--- src/design/ebge_pkg.sv ---
// ----------------------------------------------------------------------------
// Escape byte group encoder package
// Constants, the group record type and the code byte function.
// ----------------------------------------------------------------------------
`default_nettype none

package ebge_pkg;

    localparam int GROUP_BYTES      = 7;
    localparam int GROUPS_PER_FRAME = 7;
    localparam int BEAT_W           = 3;
    localparam int POS_W            = 3;

    localparam logic [7:0] ESC_IN      = 8'h1A;
    localparam logic [7:0] ESC_OUT     = 8'hA1;
    localparam logic [7:0] LOW_NIBBLE  = 8'h0F;
    localparam logic [7:0] HIGH_NIBBLE = 8'hF0;

    localparam logic [BEAT_W-1:0] LAST_BEAT = BEAT_W'(GROUP_BYTES);
    localparam logic [POS_W-1:0]  LAST_POS  = POS_W'(GROUP_BYTES - 1);
    localparam logic [7:0]        LAST_GRP  = 8'(GROUPS_PER_FRAME - 1);

    typedef logic [GROUP_BYTES-1:0][7:0] t_group_bytes;
    typedef logic [GROUP_BYTES-1:0]      t_marks;

    typedef struct packed {
        t_group_bytes bytes;
        t_marks       marks;
        logic         frame_end;
    } t_group;

    function automatic logic [7:0] make_code(input t_marks marks);
        logic [7:0] m;
        m = {1'b0, marks};
        return (m & LOW_NIBBLE) | ((m & HIGH_NIBBLE) << 1);
    endfunction

endpackage

`default_nettype wire

--- src/design/escape_byte_group_encoder_unit.sv ---
// ----------------------------------------------------------------------------
// Escape byte group encoder
// Top level: front end, group queue and back end.
// ----------------------------------------------------------------------------
// Payload bytes arrive one per beat and are taken in groups of seven; a byte of
// 0x1A is sent as 0xA1 and its position is marked in a code byte. With its
// seventh byte a group is written into the queue, then into the back end's
// register, and leaves as eight beats, one per cycle when not stalled: the code
// byte, then the seven escaped bytes, the last beat flagged as group end and, on
// every seventh group, frame end. A steady stream takes seven input bytes per
// eight output beats. A two-group queue lets input run ahead of a stalled output.
`default_nettype none

module escape_byte_group_encoder_unit import ebge_pkg::*; (
    input  wire logic       i_clk,
    input  wire logic       i_rst_n,
    input  wire logic       i_valid,
    output logic            o_stall,
    input  wire logic [7:0] i_data_byte,
    output logic            o_valid,
    input  wire logic       i_stall,
    output logic [7:0]      o_out_byte,
    output logic            o_group_end,
    output logic            o_frame_end
);

    logic   q_full;
    logic   q_push;
    logic   q_pop;
    logic   q_not_empty;
    t_group push_group;
    t_group head_group;

    ebge_front u_front (
        .i_clk       (i_clk),
        .i_rst_n     (i_rst_n),
        .i_valid     (i_valid),
        .o_stall     (o_stall),
        .i_data_byte (i_data_byte),
        .i_q_full    (q_full),
        .o_push      (q_push),
        .o_group     (push_group)
    );

    ebge_queue u_queue (
        .i_clk       (i_clk),
        .i_rst_n     (i_rst_n),
        .i_push      (q_push),
        .i_group     (push_group),
        .o_full      (q_full),
        .i_pop       (q_pop),
        .o_not_empty (q_not_empty),
        .o_head      (head_group)
    );

    ebge_back u_back (
        .i_clk         (i_clk),
        .i_rst_n       (i_rst_n),
        .i_q_not_empty (q_not_empty),
        .i_head        (head_group),
        .o_pop         (q_pop),
        .o_valid       (o_valid),
        .i_stall       (i_stall),
        .o_out_byte    (o_out_byte),
        .o_group_end   (o_group_end),
        .o_frame_end   (o_frame_end)
    );

endmodule

`default_nettype wire

--- src/design/ebge_front.sv ---
// ----------------------------------------------------------------------------
// Escape byte group encoder front end
// Accepts payload bytes, escapes them and gathers groups of seven.
// ----------------------------------------------------------------------------
`default_nettype none

module ebge_front import ebge_pkg::*; (
    input  wire logic       i_clk,
    input  wire logic       i_rst_n,
    input  wire logic       i_valid,
    output logic            o_stall,
    input  wire logic [7:0] i_data_byte,
    input  wire logic       i_q_full,
    output logic            o_push,
    output t_group          o_group
);

    logic [7:0]       r_store [GROUP_BYTES-1];
    t_marks           r_marks;
    t_marks           n_marks;
    logic [POS_W-1:0] r_pos;
    logic [POS_W-1:0] n_pos;
    logic [7:0]       r_group_count;
    logic [7:0]       n_group_count;
    logic             accept;
    logic             is_esc;
    logic [7:0]       esc_byte;
    t_marks           marks_now;
    logic             last_byte;
    logic             last_group;

    assign last_byte  = (r_pos == LAST_POS);
    assign last_group = (r_group_count == LAST_GRP);
    assign o_stall    = last_byte && i_q_full;
    assign accept     = i_valid && !o_stall;
    assign is_esc     = (i_data_byte == ESC_IN);
    assign esc_byte   = is_esc ? ESC_OUT : i_data_byte;
    assign marks_now  = r_marks | (is_esc ? (t_marks'(1) << r_pos) : '0);
    assign o_push     = accept && last_byte;

    always_comb begin
        for (int k = 0; k < GROUP_BYTES - 1; k++) begin
            o_group.bytes[k] = r_store[k];
        end
        o_group.bytes[GROUP_BYTES-1] = esc_byte;
        o_group.marks                = marks_now;
        o_group.frame_end            = last_group;
    end

    always_comb begin
        n_pos         = r_pos;
        n_marks       = r_marks;
        n_group_count = r_group_count;
        if (accept) begin
            if (last_byte) begin
                n_pos         = '0;
                n_marks       = '0;
                n_group_count = last_group ? '0 : r_group_count + 8'd1;
            end else begin
                n_pos   = r_pos + POS_W'(1);
                n_marks = marks_now;
            end
        end
    end

    always_ff @(posedge i_clk) begin
        if (!i_rst_n) begin
            r_pos         <= '0;
            r_marks       <= '0;
            r_group_count <= '0;
        end else begin
            r_pos         <= n_pos;
            r_marks       <= n_marks;
            r_group_count <= n_group_count;
        end
    end

    always_ff @(posedge i_clk) begin
        if (accept && !last_byte) begin
            r_store[r_pos] <= esc_byte;
        end
    end

endmodule

`default_nettype wire

--- src/design/ebge_queue.sv ---
// ----------------------------------------------------------------------------
// Escape byte group encoder queue
// Two-entry queue of finished groups between the front and back ends.
// ----------------------------------------------------------------------------
`default_nettype none

module ebge_queue import ebge_pkg::*; (
    input  wire logic i_clk,
    input  wire logic i_rst_n,
    input  wire logic i_push,
    input  t_group    i_group,
    output logic      o_full,
    input  wire logic i_pop,
    output logic      o_not_empty,
    output t_group    o_head
);

    t_group     r_entry [2];
    logic       r_wr_ptr;
    logic       r_rd_ptr;
    logic [1:0] r_count;
    logic [1:0] n_count;

    assign o_full      = (r_count == 2'd2);
    assign o_not_empty = (r_count != 2'd0);
    assign o_head      = r_entry[r_rd_ptr];

    always_comb begin
        n_count = r_count;
        if (i_push && !i_pop) begin
            n_count = r_count + 2'd1;
        end else if (i_pop && !i_push) begin
            n_count = r_count - 2'd1;
        end
    end

    always_ff @(posedge i_clk) begin
        if (!i_rst_n) begin
            r_wr_ptr <= 1'b0;
            r_rd_ptr <= 1'b0;
            r_count  <= '0;
        end else begin
            if (i_push) begin
                r_wr_ptr <= !r_wr_ptr;
            end
            if (i_pop) begin
                r_rd_ptr <= !r_rd_ptr;
            end
            r_count <= n_count;
        end
    end

    always_ff @(posedge i_clk) begin
        if (i_push) begin
            r_entry[r_wr_ptr] <= i_group;
        end
    end

endmodule

`default_nettype wire

--- src/design/ebge_back.sv ---
// ----------------------------------------------------------------------------
// Escape byte group encoder back end
// Sends each group as a code byte followed by its seven payload bytes.
// ----------------------------------------------------------------------------
`default_nettype none

module ebge_back import ebge_pkg::*; (
    input  wire logic i_clk,
    input  wire logic i_rst_n,
    input  wire logic i_q_not_empty,
    input  t_group    i_head,
    output logic      o_pop,
    output logic      o_valid,
    input  wire logic i_stall,
    output logic [7:0] o_out_byte,
    output logic      o_group_end,
    output logic      o_frame_end
);

    t_group            r_grp;
    logic              r_busy;
    logic [BEAT_W-1:0] r_beat;
    logic              out_acc;
    logic              last_beat;
    logic [BEAT_W-1:0] byte_idx;

    assign last_beat   = (r_beat == LAST_BEAT);
    assign out_acc     = r_busy && !i_stall;
    assign o_pop       = i_q_not_empty && (!r_busy || (out_acc && last_beat));
    assign byte_idx    = r_beat - BEAT_W'(1);
    assign o_valid     = r_busy;
    assign o_out_byte  = (r_beat == '0) ? make_code(r_grp.marks) : r_grp.bytes[byte_idx];
    assign o_group_end = last_beat;
    assign o_frame_end = last_beat && r_grp.frame_end;

    always_ff @(posedge i_clk) begin
        if (!i_rst_n) begin
            r_busy <= 1'b0;
            r_beat <= '0;
        end else if (o_pop) begin
            r_busy <= 1'b1;
            r_beat <= '0;
        end else if (out_acc) begin
            if (last_beat) begin
                r_busy <= 1'b0;
            end else begin
                r_beat <= r_beat + BEAT_W'(1);
            end
        end
    end

    always_ff @(posedge i_clk) begin
        if (o_pop) begin
            r_grp <= i_head;
        end
    end

endmodule

`default_nettype wire

--- config.mk ---
export PLATFORM = sky130hd
export DESIGN_NAME = escape_byte_group_encoder_unit
export DESIGN_NICKNAME = d
export VERILOG_FILES = /design/src/design/ebge_pkg.sv /design/src/design/escape_byte_group_encoder_unit.sv /design/src/design/ebge_front.sv /design/src/design/ebge_queue.sv /design/src/design/ebge_back.sv
export SDC_FILE = /design/constraint.sdc
export NUM_CORES = 1
export LEC_CHECK = 0
export BUFFER_PORTS_ARGS = -buffer_cell sky130_fd_sc_hd__buf_2
export CAP_MARGIN = 5
export CORE_MARGIN = 5
export CORE_UTILIZATION = 40
export DETAILED_ROUTE_END_ITERATION = 6
export SYNTH_ARGS = -nofsm -noshare
export SYNTH_HDL_FRONTEND = slang
export SYNTH_SLANG_ARGS = --single-unit
--- constraint.sdc ---
create_clock -name i_clk -period 13.54 [get_ports i_clk]
set_input_delay 4.062 -clock i_clk [delete_from_list [all_inputs] [get_ports i_clk]]
set_output_delay 4.062 -clock i_clk [all_outputs]
set_load 0.05 [all_outputs]
# Yosys cells after proc, flatten, opt, wreduce, memory -nomap -nowiden
# Memories as Yosys holds them, arrays and structs flattened. A register that Yosys moved wholly into a read port is not among the register bits.
# Cells that the tools add are included.
dict set report totals {
  regBits 26
  latch_bits 0
  ram_bits 176
  romBits 0
  out_inout_bits 12
  word_cells 72
  n_memories 2
}
dict set report op_classes {
  n_addsub 6
  multipliers 0
  n_div 0
  n_lt_le_gt_ge 1
  n_eq_ne 5
  shift 1
  mux 17
  bitwise 4
  n_reduce_logical 28
}
# name words width rd rd_ports_with_merged_regs wr line
set mem_list {}
lappend mem_list {u_queue.r_entry 2 64 1 1 1 ebge_queue.sv:18} ;# t_group r_entry [2];
lappend mem_list {u_front.r_store 6 8 6 0 1 ebge_front.sv:18} ;# logic [7:0] r_store [GROUP_BYTES-1];
# cell count
set op_table {}
lappend op_table {{8-bit two-way mux} 4}
lappend op_table {{8-bit binary-select mux with 3-bit select} 1}
lappend op_table {{7-bit two-way mux} 2}
lappend op_table {{1-bit logical AND} 10}
lappend op_table {{8-bit by 1-bit adder with 8-bit output (second input constant)} 1}
lappend op_table {{8-bit by 3-bit equality test with 1-bit output (second input constant)} 1}
lappend op_table {{8-bit by 5-bit equality test with 1-bit output (second input constant)} 1}
lappend op_table {{1-bit logical NOT} 8}
lappend op_table {{4-bit by 8-bit OR with 8-bit output} 1}
lappend op_table {{2-bit nonzero test} 4}
lappend op_table {{1-bit two-way mux} 7}
lappend op_table {{7-bit OR} 1}
lappend op_table {{1-bit by 3-bit left shift with 7-bit output (first input constant)} 1}
lappend op_table {{3-bit by 1-bit adder with 3-bit output (second input constant)} 2}
lappend op_table {{3-bit equality test (second input constant)} 2}
lappend op_table {{2-bit AND reduction} 3}
lappend op_table {{3-bit by 4-bit < comparator with 1-bit output (second input constant)} 1}
lappend op_table {{2-bit two-way mux} 2}
lappend op_table {{3-bit logical NOT} 1}
lappend op_table {{3-bit two-way mux} 1}
lappend op_table {{3-bit by 1-bit subtractor with 3-bit output (second input constant)} 1}
lappend op_table {{2-bit by 1-bit adder with 2-bit output (second input constant)} 1}
lappend op_table {{2-bit equality test (second input constant)} 1}
lappend op_table {{1-bit NOT} 2}
lappend op_table {{3 further kinds} 3}

# Longest topological paths before layout
dict set report logic_depth {
  ltp_word 9
  depth_mapped 10
  ltp_nobuf 8
}

# Cells and area by module
# Synthesis repeated with hierarchy kept, for this count alone.
dict set report unflattened {
  cells_unflattened 548
  area_unflattened_um2 10141.0
}
# module instances cells_per_inst area_each_um2 seq_area_each_um2
set modules_own_cells {}
lappend modules_own_cells {ebge_queue 1 221 4860.9 3943.8}
lappend modules_own_cells {ebge_back 1 143 2752.6 2001.9}
lappend modules_own_cells {ebge_front 1 184 2527.4 1801.7}

# Least setup slack after synthesis
# No wires, ideal clock.
dict set report synth_timing {
  path_kind {input to register}
  start {input port i_valid}
  end {memory u_queue.r_entry[0][0] (netlist bit), enable pin}
  setup_time_ns 0.488
  arrival_time_ns 7.073
  slack_ns 5.979
  stages 3
  cell_sequence {nand4_4 > clkbuf_8 > nor2_1}
}
dict set report synth_between {
  elab_chain_cells 4
}
# item line
set synth_lines {}
lappend synth_lines {{from (decl)} escape_byte_group_encoder_unit.sv:17} ;# input wire logic i_valid,
lappend synth_lines {{1-bit logical AND} ebge_front.sv:35} ;# assign accept = i_valid && !o_stall;
lappend synth_lines {{1-bit logical AND} ebge_front.sv:39} ;# assign o_push = accept && last_byte;
lappend synth_lines {{1-bit two-way mux} ebge_queue.sv:54} ;# if (i_push) begin
lappend synth_lines {{1-bit two-way mux (not written as such)} ebge_queue.sv:55} ;# r_entry[r_wr_ptr] <= i_group;
lappend synth_lines {{to (decl)} ebge_queue.sv:18}
# No other way between the ends.

# Final worst setup path
dict set report layout_timing {
  start {register u_back.r_beat[1]}
  end {output port o_out_byte[3]}
}
dict set report layout_between {
  elab_chain_cells 4
  elab_cells_between_ends 5
  classes_between {add/sub (1); mux (3); reduce/logical (1)}
}
# item line
set layout_lines {}
lappend layout_lines {{from (decl)} ebge_back.sv:22} ;# logic [BEAT_W-1:0] r_beat;
lappend layout_lines {{from (signal assigned)} ebge_back.sv:47} ;# r_beat <= r_beat + BEAT_W'(1);
lappend layout_lines {{3-bit by 1-bit subtractor with 3-bit output} ebge_back.sv:30} ;# assign byte_idx = r_beat - BEAT_W'(1);
lappend layout_lines {{8-bit binary-select mux with 3-bit select} ebge_back.sv:32} ;# assign o_out_byte = (r_beat == '0) ? make_code(r_grp.marks) : r_grp.bytes[byte_idx];
lappend layout_lines {{8-bit two-way mux (not written as such)} ebge_back.sv:32}
lappend layout_lines {{8-bit two-way mux (*)} ebge_back.sv:32}
lappend layout_lines {{to (decl)} escape_byte_group_encoder_unit.sv:22} ;# output logic [7:0] o_out_byte,
# Mark *: on every way between the ends. The rest lies on a longest branch, timed or not. The select of a mux whose other input is x is not followed.

==> results by group <==
Outcome
  – Status: complete, no violations

Yosys
  – Post-synth top flop: edfxtp_1
  – FF+latch count, synth: 266
  – Syn avg cell area: 18.1 sq um
  – Syn_nets: 573
  – Post-synth EDFFs: 240
  – Distinct cells, synth: 53
  – Yosys Warn Count: 0
  – Post-Syn Instances: 553
  – Asr flop ratio synth: 0%
  – Mapped Area: 0.0100 sq mm
  – Sequential fraction of the synthesis area: 77.1%

Global route
  – Vias in the first global route: 4,963
  – Largest net degree at the start of global routing: 66
  – Number of antenna violations at the first check in global routing: 1
  – Overflow after GRT: 0
  – Met1 global-route usage: 17.2%
  – Global-route wire length before repair: 28.1 mm
  – Total track usage: 12.7%
  – Met2 Use GR: 21.7%
  – Most Used Layer, Global Route: met2
  – Met3 Use GR: 2.09%

Die
  – Core Area: 0.0249 sq mm
  – Die area: 0.0283 sq mm
  – Die W: 168 um
  – Rows: 58
  – Die height: 168 um
  – Effective utilization at floorplan: 40.2%
  – Top Ports: 24

Clock tree
  – TritonCTS buffer count: 27
  – Clock slew at reported path FFs: 0.06 ns
  – Max clock buf depth: 3
  – CTS Hold Bufs: 0
  – Clock sinks: 266
  – Clock root buffer: clkbuf_16
  – CTS-repair resized insts: 0
  – CTS tree: yes
  – Setup Fix Bufs, Post-CTS: 0
  – Clock latency on the worst-skew pair: 0.52 ns
  – H-tree depth: 1

STA
  – Crit path time final: 7.38 ns
  – Layout Skew: 0.00783 ns
  – Maximum clock rate: 0.135 GHz
  – Final Hold Fails: 0
  – Worst-margin pin slew: 1.28 ns
  – Slew headroom: 14.8%
  – Setup TNS: 0 ns
  – Final setup vio count: 0
  – Final Cycle Share: 54.5%
  – RSZ-0062 raised after global routing: false
  – Max-slew violations: 0

Drt
  – Routed WL per cell: 19.0 um
  – # DRC: 0
  – Iter 0 DRT Violations: 227
  – Final ANT Viol Nets: 0
  – Final wirelength: 18.0 mm
  – Detailed-route via count: 4,669
  – Vias per cell: 4.95
  – DR pass1 iterations: 4

Finish
  – Commonest non-fill, non-tap cell in the layout: edfxtp_1
  – Layout cell share with drive strength beyond 1: 26.3%
  – Final #Nets: 612
  – Fillers: 2,087
  – Non-filler cells, final: 943
  – Most frequent cells in the layout: edfxtp_1 (240), mux2_2 (71), nand2_1 (31)
  – Syn-to-layout area delta: 12.6%
  – Antenna diodes: 0
  – Utilization after layout: 45.3%

Setup path
  – Largest incremental delay on the critical path: 0.86 ns
  – Crit. End Element: output pin
  – Worst-path cell chain: inv_1 -> ha_1 -> nor2b_1 -> nand2_1 -> a311oi_1 -> a21o_1 -> buf_2
  – Startpoint types: register
  – CP bufs+invs: 2
  – Crit path DAT: 3.32 ns
  – Crit-path leading delay family: adder cells
  – CP Class: register to output pin
  – Worst path slowest cell: ha_1
  – Worst Path Required: 9.48 ns
  – CP Max Fanout: 18

Hold path
  – Worst Hold Class: register to register

Power
  – Final Power: 0.00200 W
  – Worst VDD drop: 0.0812 mV
  – Power Density: 177 mW/mm^2
  – Leakage power total: 3.74 nW

Place
  – Hpwl dp: 10.8 mm
  – Port bufs: 23
  – GPL Wtd Cong: 0.818
  – Placed Cells: 893

Run
  – Max Cap Viol: 0
-- routing by layer --
metal,vias up,share of wire [%]
met3,22,4.3
met5,-,0
met1,2358,45
met4,0,1.7
li1,2208,-
met2,81,49
-- power by group --
group          switching (W)  total [W]  internal [W]
Combinational       0.000194   0.000300      0.000106
Sequential         0.0000339    0.00105       0.00101
Clock               0.000285   0.000651      0.000366
Total               0.000513    0.00200       0.00149
-- per-stage QoR --
stage	hold slack, ns	cell area [sq um]	setup WS (ns)
3_5_place_dp	0.430	10500	6.62
4_1_cts	0.441	11300	6.07
5_1_grt	0.451	11300	5.81
2_1_floorplan	0.421	10000	5.98
6_report	0.441	11300	6.16
3_3_place_gp	0.422	10500	6.79
-- synth_stat cells (2+ instances only) --
| cell | instances | area [sq um] |
|---|---|---|
| and3_1 | 4 | 25.0 |
| edfxtp_1 | 240 | 7210 |
| and2_1 | 12 | 75.1 |
| mux2_2 | 71 | 800 |
| dfxtp_1 | 26 | 521 |
| a31oi_1 | 3 | 18.8 |
| nor4b_1 | 2 | 17.5 |
| and2_2 | 2 | 15.0 |
| and3b_1 | 2 | 17.5 |
| nand4_1 | 3 | 18.8 |
| o21ai_0 | 4 | 20.0 |
| mux4_2 | 8 | 180 |
| nand2_1 | 31 | 116 |
| a21o_1 | 12 | 90.1 |
| a21oi_1 | 6 | 30.0 |
| o21a_1 | 2 | 15.0 |
| nand3_1 | 4 | 20.0 |
| o21bai_1 | 2 | 15.0 |
| buf_2 | 6 | 30.0 |
| nand2b_1 | 6 | 37.5 |
| buf_4 | 4 | 30.0 |
| nor2b_1 | 5 | 31.3 |
| clkbuf_1 | 11 | 41.3 |
| inv_1 | 7 | 26.3 |
| nor3_1 | 4 | 20.0 |
| nor2_1 | 23 | 86.3 |
| or3_1 | 2 | 12.5 |
| nor3b_1 | 2 | 15.0 |
| xnor2_1 | 3 | 26.3 |
| ha_1 | 8 | 100 |
| mux2i_1 | 4 | 40.0 |
| a21boi_0 | 7 | 52.6 |
| a311oi_1 | 7 | 61.3 |
-- path summary, 6_finish.rpt --
check	start	slack (ns)	depth (start not counted)	endpoint
setup / recovery	u_back.r_beat[1]	6.16	7	o_out_byte[3]
hold / removal	u_front.r_store[1][7]	0.44	0	u_queue.r_entry[0][23]
setup reg to reg	u_back.r_beat[0]	10.61	7	u_back.r_grp[37]
hold reg to reg	u_front.r_store[1][7]	0.44	0	u_queue.r_entry[0][23]
-- layout make-up --
type | instances | area, sq um | share of cell area [%]
flip-flops and latches | 266 | 7730 | 68.5
multi-input cells | 256 | 2140 | 19.0
clock buffers | 34 | 702 | 6.22
well taps | 330 | 413 | 3.66
repair buffers | 33 | 190 | 1.69
clock inverters | 16 | 76.3 | 0.677
inverters | 8 | 30.0 | 0.266
-- registers in the layout (all words and copies together), names as in the netlist --
name,cells
u_front.r_group_count,8
u_back.r_beat,3
u_front.r_marks,7
u_queue.r_rd_ptr,1
u_back.r_grp,64
u_back.o_valid,1
u_queue.r_count,2
u_front.r_store,48
u_queue.r_entry,128
u_queue.r_wr_ptr,1
u_front.r_pos,3
-- logic make-up after synthesis --
logic type | share of synthesized area, %
flops | 77.1
compound gates | 3.70
simple gates | 5.87
buf+inv | 1.60
xor+xnor | 0.512
mux | 10.2
fa+ha+maj | 0.999
Note: power is estimated with default switching activity, not from simulation.
